File: src/rtl/core/bffa_pkg.sv
// Shared types and constants for the bitmap first-fit block allocator.
`default_nettype none

package bffa_pkg;

  localparam logic [1:0] CMD_ALLOC = 2'd0;
  localparam logic [1:0] CMD_FREE  = 2'd1;
  localparam logic [1:0] CMD_CLEAR = 2'd2;

  localparam logic [31:0] HEAP_BASE_RESET = 32'h2000_1000;

  typedef struct packed {
    logic [1:0]  cmd;
    logic [15:0] size_bytes;
    logic [31:0] address;
  } in_item_t;

  typedef struct packed {
    logic [31:0] address_out;
    logic        ok;
  } out_item_t;

  // State of one heap block as it travels round the ring
  typedef struct packed {
    logic used;
    logic run_end;
    logic pending;
  } blk_state_t;

  // Broadcast from the head controller to every cell
  typedef struct packed {
    logic shift;
    logic clear;
    logic commit;
    logic drop;
  } ring_ctl_t;

endpackage

`default_nettype wire

File: src/rtl/core/bffa_cell.sv
// One ring cell: holds the used, end-of-run and tentative bits of one block.
`default_nettype none

module bffa_cell (
  input  logic                   clk,
  input  logic                   rst,
  input  bffa_pkg::ring_ctl_t    ctl,
  input  bffa_pkg::blk_state_t   d,
  output bffa_pkg::blk_state_t   q
);

  bffa_pkg::blk_state_t q_next;

  always_comb begin
    q_next = ctl.shift ? d : q;
    // commit turns a tentative run into a used one
    if (ctl.commit) begin
      q_next.used    = q_next.used | q_next.pending;
      q_next.pending = 1'b0;
    end
    if (ctl.drop) begin
      q_next.pending = 1'b0;
    end
    if (ctl.clear) begin
      q_next = '0;
    end
  end

  always_ff @(posedge clk) begin
    if (rst) begin
      q <= '0;
    end else begin
      q <= q_next;
    end
  end

endmodule

`default_nettype wire

File: src/rtl/core/bffa_ctrl.sv
// Head controller: command sequencing, per-block scan at the ring head and result register.
`default_nettype none

module bffa_ctrl #(
  parameter int HEAP_BYTES  = 4096,
  parameter int BLOCK_BYTES = 16,
  parameter int NUM_BLOCKS  = 256
) (
  input  logic                   clk,
  input  logic                   rst,
  input  logic [31:0]            heap_base,
  input  logic                   in_valid,
  output logic                   in_stall,
  input  bffa_pkg::in_item_t     in_item,
  output logic                   out_valid,
  input  logic                   out_stall,
  output bffa_pkg::out_item_t    out_item,
  input  bffa_pkg::blk_state_t   head,
  output bffa_pkg::blk_state_t   tail,
  output bffa_pkg::ring_ctl_t    ctl
);

  localparam int IDX_W = $clog2(NUM_BLOCKS);
  localparam int ACC_W = $clog2(NUM_BLOCKS * BLOCK_BYTES + 1);
  localparam logic [IDX_W-1:0] LAST_IDX = IDX_W'(NUM_BLOCKS - 1);
  localparam logic [IDX_W-1:0] IDX_ONE  = IDX_W'(1);
  localparam logic [ACC_W-1:0] BLK_STEP = ACC_W'(BLOCK_BYTES);
  localparam logic [31:0]      HEAP_LIM = 32'(HEAP_BYTES);

  localparam logic [1:0] ST_IDLE = 2'd0;
  localparam logic [1:0] ST_SCAN = 2'd1;
  localparam logic [1:0] ST_DONE = 2'd2;

  logic [1:0]       state, state_next;
  logic             is_alloc, is_alloc_next;
  logic [15:0]      size, size_next;
  logic [31:0]      offset, offset_next;
  logic [IDX_W-1:0] idx, idx_next;
  logic [ACC_W-1:0] acc, acc_next;
  logic [ACC_W-1:0] run_bytes, run_bytes_next;
  logic [ACC_W-1:0] first_acc, first_acc_next;
  logic             fin, fin_next;
  logic             started, started_next;
  logic             any, any_next;
  bffa_pkg::out_item_t res, res_next;

  logic             accept;
  logic             load_out;
  logic             last;
  logic             active;
  logic [31:0]      in_offset;
  logic [ACC_W-1:0] acc_step;
  logic [ACC_W-1:0] run_sum;
  logic [ACC_W-1:0] first_sel;

  assign in_stall  = (state != ST_IDLE);
  assign accept    = in_valid && !in_stall;
  assign load_out  = (state == ST_DONE) && (!out_valid || !out_stall);
  assign in_offset = in_item.address - heap_base;
  assign last      = (idx == LAST_IDX);
  assign acc_step  = acc + BLK_STEP;
  assign run_sum   = run_bytes + BLK_STEP;
  assign first_sel = (run_bytes == '0) ? acc : first_acc;
  // the addressed block is the first whose end lies past the offset
  assign active    = started || (32'(acc_step) > offset);

  always_comb begin
    state_next     = state;
    is_alloc_next  = is_alloc;
    size_next      = size;
    offset_next    = offset;
    idx_next       = idx;
    acc_next       = acc;
    run_bytes_next = run_bytes;
    first_acc_next = first_acc;
    fin_next       = fin;
    started_next   = started;
    any_next       = any;
    res_next       = res;
    tail           = head;
    ctl            = '0;
    ctl.shift      = (state == ST_SCAN);
    ctl.clear      = accept && (in_item.cmd == bffa_pkg::CMD_CLEAR);

    unique case (state)
      ST_IDLE: begin
        if (accept) begin
          is_alloc_next  = (in_item.cmd == bffa_pkg::CMD_ALLOC);
          size_next      = in_item.size_bytes;
          offset_next    = in_offset;
          idx_next       = '0;
          acc_next       = '0;
          run_bytes_next = '0;
          first_acc_next = '0;
          fin_next       = 1'b0;
          started_next   = 1'b0;
          any_next       = 1'b0;
          res_next       = '0;
          state_next     = ST_DONE;
          unique case (in_item.cmd)
            bffa_pkg::CMD_ALLOC: begin
              if ((in_item.size_bytes != 16'd0) && (32'(in_item.size_bytes) <= HEAP_LIM)) begin
                state_next = ST_SCAN;
              end
            end
            bffa_pkg::CMD_FREE: begin
              if ((in_item.address != 32'd0) && (in_offset < HEAP_LIM)) begin
                state_next = ST_SCAN;
              end
            end
            bffa_pkg::CMD_CLEAR: begin
              res_next.ok = 1'b1;
            end
            default: begin
            end
          endcase
        end
      end

      ST_SCAN: begin
        idx_next = idx + IDX_ONE;
        acc_next = acc_step;
        if (is_alloc) begin
          if (!fin) begin
            if (head.used) begin
              // run broken: restart the count and drop tentative marks
              run_bytes_next = '0;
              ctl.drop       = 1'b1;
            end else begin
              if (run_bytes == '0) begin
                first_acc_next = acc;
              end
              if (32'(run_sum) >= 32'(size)) begin
                ctl.commit           = 1'b1;
                tail.used            = 1'b1;
                tail.run_end         = 1'b1;
                tail.pending         = 1'b0;
                fin_next             = 1'b1;
                res_next.address_out = heap_base + 32'(first_sel);
                res_next.ok          = 1'b1;
              end else begin
                tail.pending   = 1'b1;
                run_bytes_next = run_sum;
              end
            end
          end
          if (last) begin
            ctl.drop = 1'b1;
          end
        end else if (!fin && active) begin
          started_next = 1'b1;
          if (head.used) begin
            tail     = '0;
            any_next = 1'b1;
            if (head.run_end) begin
              fin_next = 1'b1;
            end
          end else begin
            fin_next = 1'b1;
          end
        end
        if (last) begin
          state_next = ST_DONE;
          if (!is_alloc) begin
            res_next.ok = any_next;
          end
        end
      end

      ST_DONE: begin
        if (load_out) begin
          state_next = ST_IDLE;
        end
      end

      default: begin
        state_next = ST_IDLE;
      end
    endcase
  end

  always_ff @(posedge clk) begin
    if (rst) begin
      state     <= ST_IDLE;
      out_valid <= 1'b0;
    end else begin
      state <= state_next;
      if (load_out) begin
        out_valid <= 1'b1;
      end else if (!out_stall) begin
        out_valid <= 1'b0;
      end
    end
  end

  always_ff @(posedge clk) begin
    is_alloc  <= is_alloc_next;
    size      <= size_next;
    offset    <= offset_next;
    idx       <= idx_next;
    acc       <= acc_next;
    run_bytes <= run_bytes_next;
    first_acc <= first_acc_next;
    fin       <= fin_next;
    started   <= started_next;
    any       <= any_next;
    res       <= res_next;
    if (load_out) begin
      out_item <= res;
    end
  end

endmodule

`default_nettype wire

File: src/rtl/core/bitmap_first_fit_allocator_top.sv
// Top level of the bitmap first-fit block allocator: base register, block ring and controller.
`default_nettype none

// The heap's block bitmap lives in a ring of NUM_BLOCKS cells that rotates by one block per
// cycle past a head controller while a scan runs. Allocate and free each take one full rotation:
// an item is taken, the scan visits all NUM_BLOCKS blocks at the ring head in turn, and then the
// result register is loaded. Clear, rejected requests and unknown commands skip the scan and go
// straight to loading the result. A new item is taken once the previous result has moved into the
// output register; that result may wait there under stall while the next item is processed.
// heap_base is written through the cfg channel, which is always ready, and should be changed
// only while the block is idle.
module bitmap_first_fit_allocator_top #(
  parameter int HEAP_BYTES  = 4096,
  parameter int BLOCK_BYTES = 16,
  parameter int NUM_BLOCKS  = 256
) (
  input  logic                  clk,
  input  logic                  rst,
  input  logic                  cfg_valid,
  output logic                  cfg_ready,
  input  logic [31:0]           cfg_data,
  input  logic                  in_valid,
  output logic                  in_stall,
  input  bffa_pkg::in_item_t    in_item,
  output logic                  out_valid,
  input  logic                  out_stall,
  output bffa_pkg::out_item_t   out_item
);

  logic [31:0]          heap_base;
  bffa_pkg::ring_ctl_t  ctl;
  bffa_pkg::blk_state_t tail;
  bffa_pkg::blk_state_t ring [NUM_BLOCKS];

  assign cfg_ready = 1'b1;

  always_ff @(posedge clk) begin
    if (rst) begin
      heap_base <= bffa_pkg::HEAP_BASE_RESET;
    end else if (cfg_valid && cfg_ready) begin
      heap_base <= cfg_data;
    end
  end

  // cell k feeds cell k-1; the controller writes the tail and reads cell 0
  for (genvar k = 0; k < NUM_BLOCKS; k++) begin : g_cell
    if (k == NUM_BLOCKS - 1) begin : g_tail
      bffa_cell u_cell (
        .clk (clk),
        .rst (rst),
        .ctl (ctl),
        .d   (tail),
        .q   (ring[k])
      );
    end else begin : g_mid
      bffa_cell u_cell (
        .clk (clk),
        .rst (rst),
        .ctl (ctl),
        .d   (ring[k+1]),
        .q   (ring[k])
      );
    end
  end

  bffa_ctrl #(
    .HEAP_BYTES  (HEAP_BYTES),
    .BLOCK_BYTES (BLOCK_BYTES),
    .NUM_BLOCKS  (NUM_BLOCKS)
  ) u_ctrl (
    .clk       (clk),
    .rst       (rst),
    .heap_base (heap_base),
    .in_valid  (in_valid),
    .in_stall  (in_stall),
    .in_item   (in_item),
    .out_valid (out_valid),
    .out_stall (out_stall),
    .out_item  (out_item),
    .head      (ring[0]),
    .tail      (tail),
    .ctl       (ctl)
  );

endmodule

`default_nettype wire

File: config.mk
export PLATFORM = sky130hd
export DESIGN_NAME = bitmap_first_fit_allocator_top
export DESIGN_NICKNAME = d
export VERILOG_FILES = /design/src/rtl/core/bffa_pkg.sv /design/src/rtl/core/bffa_cell.sv /design/src/rtl/core/bffa_ctrl.sv /design/src/rtl/core/bitmap_first_fit_allocator_top.sv
export SDC_FILE = /design/constraint.sdc
export NUM_CORES = 2
export LEC_CHECK = 0
export BUFFER_PORTS_ARGS = -buffer_cell sky130_fd_sc_hd__buf_4
export CAP_MARGIN = 10
export CELL_PAD_IN_SITES_DETAIL_PLACEMENT = 0
export CELL_PAD_IN_SITES_GLOBAL_PLACEMENT = 1
export CORE_MARGIN = 3
export CORE_UTILIZATION = 54
export DETAILED_ROUTE_END_ITERATION = 8
export PLACE_DENSITY = 0.81
export SLEW_MARGIN = 25
export SYNTH_ARGS = -nofsm -noshare
export SYNTH_HDL_FRONTEND = slang
export SYNTH_HIERARCHICAL = 1
export SYNTH_SLANG_ARGS = --single-unit
File: constraint.sdc
create_clock -name clk -period 87.4 [get_ports clk]
set_input_delay 4.37 -clock clk [delete_from_list [all_inputs] [get_ports clk]]
set_output_delay 4.37 -clock clk [all_outputs]
set_load 0.05 [all_outputs]
==> metrics.cfg <==
[route]
post_drt_via_cell_ratio = 5.86
wirelength_um = 85300
antenna_left = 0
dr.pass1.iters = 5
drt_iter0_drc = 2103
via_count = 30500
route.detailed.drc = 0
wl_per_cell_um = 16.4

[finish]
area_growth_pct = 13.9
final_cell_mix = dfxtp_1, mux2i_1, nor2_1
final_common_cell = dfxtp_1
fin_nets = 4244
drive_gt1_frac = 0.143

[sta]
setup_viol = 0
grt_setup_unrepaired = no
setup_tns_ps = 0
hold-worst-slack_ps = 414
max_freq_mhz = 145
slew_headroom = 0.163
worst_pin_slew_ps = 1260
fin_crit_sh = 0.0790
hold_viol = 0
clock_skew_ps = 19.0
period_minus_slack_ps = 6910
drv_slew = 0

[synthesis]
synth_warnings = 6
seq_area_frac_synth = 0.489
synth_mux_area_frac = 0.189
syn_avg_cell_area_um2 = 11.1
synth-edff-count = 161
yosys.area_share.adder = 0.0214
synth_compound_gate_area_share = 0.0846
synthArstFlopShare = 0
synth_top_family_by_area = simple AND/OR/NAND/NOR gates
ys_types = 76
post_synth_and_or_nand_nor_area_fraction = 0.191
synth_area_um2 = 42700
synthCells = 3850
synth_xor_area_frac = 0.0131
synthFlopType = dfxtp_1
ys_ff_latch = 964
synthesis.nets = 4009

[cts]
cts_tree = done
clock-sinks = 964
worstSkewPairLatency_ps = 650
cts-root-buf = clkbuf_16
clockBufferDepth = 3
cts_buffers = 102
clkTransAtPathRegs_ps = 60
hold_buffers = 0
htreeDepth = 3
ctsResizeCount = 0
cts_setup_buffers = 0

[placed_design]
dpl.hpwl_um = 47400
gp_congestion = 0.858
port_buffers = 121

[global_routing]
grt_pass1_vias = 28800
antenna_found_initial = 2
grt_pass1_wl_um = 143000
track_usage = 0.200
grt_max_degree = 292
overflow = 0

[min_path]
holdPathStages = 0
whs_endpoint = u_ctrl/out_item[14]
min_from = u_ctrl/res[14]
min_path_type = flip-flop to flip-flop

[worst_setup_path]
crit_fanout = 204
worst_setup_path_start_kind = input port
cp_data_arrival_time_ps = 7390
path_class = input port to flip-flop
regToRegSetupSlack_ps = 82430
r2r_cells = 14
r2r_start = u_ctrl/run_bytes[6]
r2r-end = g_cell[76].g_mid.u_cell/q[2]
end_kind = flip-flop
required_ps = 87890

[floorplanning]
initial_core_util = 0.548
dieWidth_um = 287
rows = 102
die_h_um = 287
ios = 123
core_area_um2 = 78000
die-area_um2 = 82600

[outcome]
status = complete, no violations

[job]
cap_violations = 0

[power_and_ir_drop]
vdd_drop_max_mv = 0.0171
p_leak_nw = 15.5
p_per_area_nw_per_um2 = 19.6

[cell type report]
class | instances | area [um2]
Antenna cell | 1 | 2.50
Inverter | 84 | 332
Clock inverter | 37 | 508
Tap cell | 1040 | 1300
Sequential cell | 964 | 20900
Clock buffer | 144 | 2880
Timing Repair Buffer | 156 | 1350
Fill cell | 6583 | 29300
Multi-Input combinational cell | 2777 | 21400
[synthesized netlist by cell type (7+ instances only)]
library cell | number | area share
and2_1 | 36 | 0.0053
mux2_2 | 7 | 0.0018
edfxtp_1 | 161 | 0.11
a21o_1 | 26 | 0.0046
or3b_2 | 255 | 0.052
xnor2_1 | 48 | 0.0098
or3_1 | 11 | 0.0016
nor2b_1 | 11 | 0.0016
or4_1 | 256 | 0.045
o21ai_0 | 37 | 0.0043
xor2_1 | 16 | 0.0033
nand2_1 | 51 | 0.0045
o21ai_1 | 12 | 0.0014
nand2b_1 | 7 | 0.0010
nor2_1 | 365 | 0.032
o32ai_1 | 256 | 0.052
nor4_1 | 25 | 0.0037
buf_2 | 8 | 0.00094
nor3_1 | 278 | 0.033
and3_1 | 15 | 0.0022
a21oi_1 | 54 | 0.0063
o211ai_1 | 8 | 0.0014
nand4_1 | 10 | 0.0015
clkbuf_1 | 11 | 0.00097
nand3_1 | 37 | 0.0043
ha_1 | 70 | 0.020
inv_1 | 83 | 0.0073
dfxtp_1 | 803 | 0.38
mux2i_1 | 800 | 0.19
[through the flow]
stage / util / total power, W / area (um2) / setup slack [ps] / std cells
6_report: 0.624 / 0.000953 / 48700 / 80490 / 5203
5_1_grt: 0.624 / 0.000991 / 48700 / 80270 / 5202
4_1_cts: 0.622 / 0.000966 / 48500 / 80390 / 5198
3_5_place_dp: 0.579 / 0.000531 / 45100 / 79680 / 5017
3_3_place_gp: 0.579 / 0.000531 / 45100 / 79730 / 5017
2_1_floorplan: - / 0.000511 / 42700 / 32570 / 3850
[cell families after synthesis]
logic type / after synthesis
fa+ha+maj: 72
flops: 964
simple gates: 1376
other cells: 1
compound gates: 457
xor+xnor: 64
buf+inv: 109
mux: 807
[worst max-delay path: stages]
cell	delay, ps
buf_4	80
nand2_1	130
nor3b_2	190
buf_4	700
buf_12	360
buf_16	450
buf_6	660
nor3_1	110
[worst max-delay path by stage]
| stage | start | end | slack (ps) | cells past startpoint |
|---|---|---|---|---|
| after global placement | in_valid | g_cell[177].g_mid.u_cell/q[1] | 79730 | 7 |
| after CTS | in_valid | g_cell[135].g_mid.u_cell/q[1] | 80390 | 7 |
| after detailed placement | in_valid | g_cell[135].g_mid.u_cell/q[1] | 79680 | 7 |
| after floorplan | in_valid | g_cell[0].g_mid.u_cell/q[2] | 32570 | 4 |
| after global routing | in_valid | g_cell[185].g_mid.u_cell/q[1] | 80270 | 8 |
| final | in_valid | g_cell[184].g_mid.u_cell/q[1] | 80490 | 8 |
[metal layers]
metal / track usage / part of all wire
met1: 0.282 / 0.48
met4: 0.0500 / 0.019
met5: 0 / 0.00014
met3: 0.0322 / 0.033
met2: 0.323 / 0.47
[flip-flops by register name, indices dropped and copies added (netlist names), 2 cells and up]
signal and flops:
u_ctrl/run_bytes 13, g_cell.g_mid.u_cell/q 765, u_ctrl/idx 8, u_ctrl/out_item 33
g_cell.g_tail.u_cell/q 3, u_ctrl/res 33, u_ctrl/first_acc 13, u_ctrl/size 16
u_ctrl/state 2, heap_base 32, u_ctrl/acc 9, u_ctrl/offset 32
[power breakdown]
part           switching [W]  leakage [nW]  internal [W]  total (W)
logic              0.0000393          5.82     0.0000219  0.0000613
clock network       0.000176          1.66      0.000254   0.000430
registers         0.00000314          8.05      0.000459   0.000462
(Power assumes the default switching activity.)
